$ cat src/rtl/core/afc_pkg.sv
// Shared types and constants for the box frustum clip status pipeline.
// Used by every module under rtl/core; depends on nothing else.
package afc_pkg;

	// Coefficient rows: four signed Q4.12 lanes of 16 bits each.
	localparam int LANE_BITS  = 16;
	localparam int NUM_LANES  = 4;
	localparam int NUM_ROWS   = 4;
	localparam int NUM_AXES   = 3;
	localparam int NUM_CORNERS = 8;
	localparam int OUTCODE_BITS = 6;

	// Lane order inside a row.
	localparam int LANE_X     = 0;
	localparam int LANE_Y     = 1;
	localparam int LANE_Z     = 2;
	localparam int LANE_CONST = 3;

	// Row order: clip x, y, z, w.
	localparam int ROW_X = 0;
	localparam int ROW_Y = 1;
	localparam int ROW_Z = 2;
	localparam int ROW_W = 3;

	typedef logic [NUM_LANES-1:0][LANE_BITS-1:0] coeff_row_t;

	// Configuration port.
	localparam int CFG_INDEX_BITS = 2;
	localparam int CFG_DATA_BITS  = NUM_LANES * LANE_BITS;

	localparam logic [CFG_INDEX_BITS-1:0] CFG_CLIP_X = 2'd0;
	localparam logic [CFG_INDEX_BITS-1:0] CFG_CLIP_Y = 2'd1;
	localparam logic [CFG_INDEX_BITS-1:0] CFG_CLIP_Z = 2'd2;
	localparam logic [CFG_INDEX_BITS-1:0] CFG_CLIP_W = 2'd3;

	// Reset matrix is the identity (1.0 is 0x1000 in Q4.12).
	localparam coeff_row_t ROW_X_RESET = 64'h0000_0000_0000_1000;
	localparam coeff_row_t ROW_Y_RESET = 64'h0000_0000_1000_0000;
	localparam coeff_row_t ROW_Z_RESET = 64'h0000_1000_0000_0000;
	localparam coeff_row_t ROW_W_RESET = 64'h1000_0000_0000_0000;

	// Classification of one box.
	typedef enum logic [1:0] {
		CLIP_INSIDE  = 2'd0,
		CLIP_CLIPPED = 2'd1,
		CLIP_OUTSIDE = 2'd2
	} clip_result_t;

endpackage

$ cat src/rtl/core/afc_classify.sv
// Last pipeline stage: corner outcodes against w, their OR and AND, and the
// classification; holds the output word. Depends on afc_pkg.
module afc_classify #(
	parameter int COORD_BITS = 16
) (
	input  logic clk,
	input  logic arst_n,
	input  logic up_valid,
	output logic up_ready,
	input  logic signed [COORD_BITS+afc_pkg::LANE_BITS+1:0]
		dot_s3 [afc_pkg::NUM_ROWS][afc_pkg::NUM_CORNERS],
	output logic valid_s4,
	input  logic down_ready,
	output afc_pkg::clip_result_t result_s4,
	output logic [afc_pkg::OUTCODE_BITS-1:0] or_code_s4
);
	import afc_pkg::*;

	localparam int DW = COORD_BITS + LANE_BITS + 2;
	localparam int EW = DW + 1;

	logic ready_s4;
	logic [OUTCODE_BITS-1:0] code [NUM_CORNERS];
	logic [OUTCODE_BITS-1:0] or_code;
	logic [OUTCODE_BITS-1:0] and_code;
	clip_result_t result;

	assign ready_s4 = !valid_s4 || down_ready;
	assign up_ready = ready_s4;

	always_ff @(posedge clk or negedge arst_n) begin
		if (!arst_n) begin
			valid_s4 <= 1'b0;
		end else if (ready_s4) begin
			valid_s4 <= up_valid;
		end
	end

	// Per corner and axis only one side is flagged: below -w first, else above w.
	// One extra bit keeps -w exact.
	always_comb begin
		logic signed [EW-1:0] v_e;
		logic signed [EW-1:0] w_e;
		for (int c = 0; c < NUM_CORNERS; c++) begin
			code[c] = '0;
			w_e = {dot_s3[ROW_W][c][DW-1], dot_s3[ROW_W][c]};
			for (int a = 0; a < NUM_AXES; a++) begin
				v_e = {dot_s3[a][c][DW-1], dot_s3[a][c]};
				if (v_e < -w_e) begin
					code[c][2*a] = 1'b1;
				end else if (v_e > w_e) begin
					code[c][2*a+1] = 1'b1;
				end
			end
		end
	end

	// Reduce the eight outcodes and classify the box.
	always_comb begin
		or_code  = '0;
		and_code = '1;
		for (int c = 0; c < NUM_CORNERS; c++) begin
			or_code  = or_code | code[c];
			and_code = and_code & code[c];
		end
		if (or_code == '0) begin
			result = CLIP_INSIDE;
		end else if (and_code != '0) begin
			result = CLIP_OUTSIDE;
		end else begin
			result = CLIP_CLIPPED;
		end
	end

	always_ff @(posedge clk) begin
		if (up_valid && ready_s4) begin
			result_s4  <= result;
			or_code_s4 <= or_code;
		end
	end

endmodule

$ cat config.mk
export PLATFORM = sky130hd
export DESIGN_NAME = afc_classify
export DESIGN_NICKNAME = d
export VERILOG_FILES = /design/src/rtl/core/afc_pkg.sv /design/src/rtl/core/afc_classify.sv
export SDC_FILE = /design/constraint.sdc
export NUM_CORES = 2
export LEC_CHECK = 0
export ABC_AREA = 1
export BUFFER_PORTS_ARGS = -buffer_cell sky130_fd_sc_hd__buf_2
export CORE_AREA = 10 10 422 424
export DETAILED_ROUTE_END_ITERATION = 8
export DIE_AREA = 0 0 432 434
export HOLD_SLACK_MARGIN = 0.03
export PLACE_DENSITY_LB_ADDON = 0.25
export REMOVE_ABC_BUFFERS = 1
export SYNTH_ARGS = -nofsm -noshare
export SYNTH_HDL_FRONTEND = slang
export SYNTH_SLANG_ARGS = --single-unit
$ cat constraint.sdc
create_clock -name clk -period 1.45 [get_ports clk]
set_clock_uncertainty 0.1 [all_clocks]
set_input_delay 0.2175 -clock clk [delete_from_list [all_inputs] [get_ports clk]]
set_output_delay 0.2175 -clock clk [all_outputs]
set_load 0.005 [all_outputs]
==> impl_metrics.csv <==
group,metric,value,unit
placed_design,io_buffer_count,1101,
logic_synthesis,async_flop_share,11.1,%
timing,hold_viol,0,
clock_tree,clk_latency,260,ps
drt,top_layer,"met5",
setup_path,critical_path_class,"input pin to flop",
timing,tns,-25130,ps
floorplan,pin_count,1102,
drt,drt-met1-wl,108,mm
global_routing,grt_use_total,25.8,%
floorplan,die_h,434,um
floorplan,die_x,432,um
timing,min_period_over_period,329,%
status,status,"finished with violations",
global_routing,antenna_found_initial,227,
drt,ant_nets,0,
placed_design,pre_cts_ws,-3920,ps
power,p_leak,39.0,nW
floorplan,core,169000,um^2
status,violations,"negative setup slack",
floorplan,rows,151,
timing,fin_crit,4760,ps
hold_path,hold_path.class,"input pin to flop",
timing,slew_headroom,53.6,%
logic_synthesis,yosys.cell_types.count,49,
setup_path,cp_slowest_cell,"ha_1",
layout,drive_gt1_share,33.3,%
timing,worst_pin_slew,689,ps
drt,dr.pass1.iters,8,
floorplan,start_util,26.5,%
floorplan,die-area,187000,um^2
setup_path,r2r-start,"valid_s4",
timing,max_freq,210,MHz
clock_tree,path_clk_slew,60,ps
hold_path,hold_depth,4,
logic_synthesis,synth.cell_area,44900,um^2
clock_tree,cts_tree,"built",
hold_path,hold_path_end,"valid_s4",
layout,final_cell_area,69000,um^2
power,power_per_cell_area,316,nW/um^2
drt,routed-via-count,58600,
global_routing,grt_pass1_vias,58400,
global_routing,overflow,0,
setup_path,worstPathRequired,1350,ps
drt,avgRoutedWirePerCell,21.2,um
setup_path,reg2reg_depth,2,
logic_synthesis,ys_warn_count,0,
drt,post-route-drc-count,0,
timing,finalSetupViolations,8,
logic_synthesis,yosys.area.top_type_share,45.4,%
logic_synthesis,syn_inst,6800,
clock_tree,root_buffer,"clkbuf_16",
global_routing,grt_pass1_wl,368,mm
logic_synthesis,ys_ff_latch,9,
drt,routed_wl,257,mm
setup_path,reg2reg_setup_slack,260,ps
logic_synthesis,synth_area_leaders,"ha_1 (45%), nand2_1 (14%), a21oi_1 (7.8%), inv_1 (6.6%), nor2_1 (5.0%)",
logic_synthesis,avgSynthCellArea,6.60,um^2
placed_design,place_hpwl,241,mm
drt,wl_met3,10.6,mm
clock_tree,cts_buffers,3,
layout,areaGrowthSynthToFinish,53.8,%
logic_synthesis,synthFlopType,"edfxtp_1",
drt,wl_met2,124,mm
placed_design,gp_congestion,1.01,
layout,final_nets,12500,
logic_synthesis,synth-edff-count,8,
setup_path,cp_data_arrival_time,4660,ps
timing,final-max-slew-violation-count,0,
setup_path,critPathCaptureType,"flop",
drt,first_iter_violations,3040,
layout,nFillCells,18100,
clock_tree,clockBufferDepth,2,
power,peakVddDrop,0.271,mV
run,drv_cap,0,
placed_design,post_dp_cell_area,67100,um^2
setup_path,reg2reg_to,"result_s4[1]",
timing,finalWorstSetupSlack,-3310,ps
global_routing,grt_max_degree,9,
timing,rsz0062_at_grt,"yes",
timing,hold_ws,114,ps
logic_synthesis,synth_top_area_cell,"ha_1",
drt,vias_per_cell,4.83,
setup_path,cp_slowest_stage_delay,310,ps
hold_path,hp-start,"down_ready",
logic_synthesis,ys_seq_area_share,0.591,%
setup_path,cp_max_fo,3,
setup_path,worst_setup_path_start_kind,"input pin",
clock_tree,htreeDepth,1,
clock_tree,cts.sinks,9,
-- stage by stage --
stage,instances,total power [W],util (%)
after floorplan,6800,0.00962,-
after global placement,12000,0.0203,39.7
after detailed placement,12000,0.0206,39.7
after CTS,12000,0.0216,40.2
after global routing,12100,0.0244,40.8
final,12100,0.0218,40.8
-- cells in the final DEF (no fill, tap or decap), drive strengths merged, types with 5 or more instances in the layout --
cell type / count
o2111ai: 9
nand4: 210
o21bai: 23
a21oi: 699
o21a: 51
diode: 118
nand2: 1671
a21o: 33
edfxtp: 8
o21ai: 214
and3: 5
inv: 794
xor2: 224
nor3: 138
a211oi: 17
buf: 2987
a31oi: 6
nor4: 77
nor2: 616
nand3: 304
o211ai: 34
ha: 1628
-- worst max-delay path by stage --
| stage | start | endpoint | slack, ps | depth (start not counted) |
|---|---|---|---|---|
| floorplan | dot_s3[171] | result_s4[0] | -2850 | 40 |
| global placement | dot_s3[104] | result_s4[0] | -3950 | 35 |
| detailed placement | dot_s3[104] | result_s4[0] | -3920 | 35 |
| CTS | dot_s3[136] | result_s4[0] | -3300 | 37 |
| global route | dot_s3[34] | result_s4[0] | -3730 | 38 |
| finish | dot_s3[172] | result_s4[1] | -3310 | 34 |
-- Yosys cell counts (all sizes together), types with 17 or more instances --
cell and number:
a211oi 17, inv 795, nor2 616, xor2 224
a21oi 699, nand2 1671, ha 1628, nand4 210
a21o 33, nor4 77, o21ai 214, o21a 51
nor3 138, nand3 304, o211ai 34, o21bai 23
-- power by group --
group	total [W]	switching [W]	leakage, nW	internal [W]
Clock	0.000547	0.000175	0.0389	0.000372
Sequential	0.000307	0.00000414	0.0743	0.000303
Combinational	0.0209	0.0113	38.9	0.00962
Total	0.0218	0.0115	39.0	0.0103
-- state kept, by name, summed over array words and instances, names as in the netlist --
register    flops
or_code_s4      6
valid_s4        1
result_s4       2
-- worst max-delay path: cells and delay by family --
kind,cells,cell delay (ps)
XOR/XNOR,1,170
adder cells (fa/ha/maj),1,310
buffers and inverters,5,690
AND/OR/NAND/NOR,27,3240
-- final cells by class --
| type | count | area (um^2) | share of cell area, % |
|---|---|---|---|
| multi-input cells | 5994 | 42700 | 61.8 |
| clock buffers | 4 | 78.8 | 0.114 |
| flip-flops and latches | 9 | 265 | 0.385 |
| well taps | 2218 | 2780 | 4.02 |
| repair buffers | 2988 | 19900 | 28.8 |
| inverters | 797 | 3030 | 4.39 |
| diodes | 118 | 295 | 0.428 |
-- cell families after synthesis --
group,after synthesis,synth area share (%)
AOI/OAI and AO/OA,1099,13.3
DFF,9,0.591
adders and majority gates,1628,45.4
and+or+nand+nor,3039,29.4
xor gates and xnor gates,228,4.54
buffers and inverters,797,6.67
-- routing by layer --
metal  track usage, %  up-vias
met2             45.3     1651
met5                0        -
li1                 -    29800
met1             30.8    26600
met4             14.2       54
met3             2.52      552
-- repair_timing --
| item | CTS | global route |
|---|---|---|
| gates resized for setup | 151 | 124 |
| pin swaps | 53 | 69 |
| hold buffers | 1 | 0 |
| setup endpoints to repair | 8 | 8 |
| endpoints found under the hold margin | 1 | 0 |
| buffers inserted | 29 | 19 |
Power figures use the tool's default switching activity.
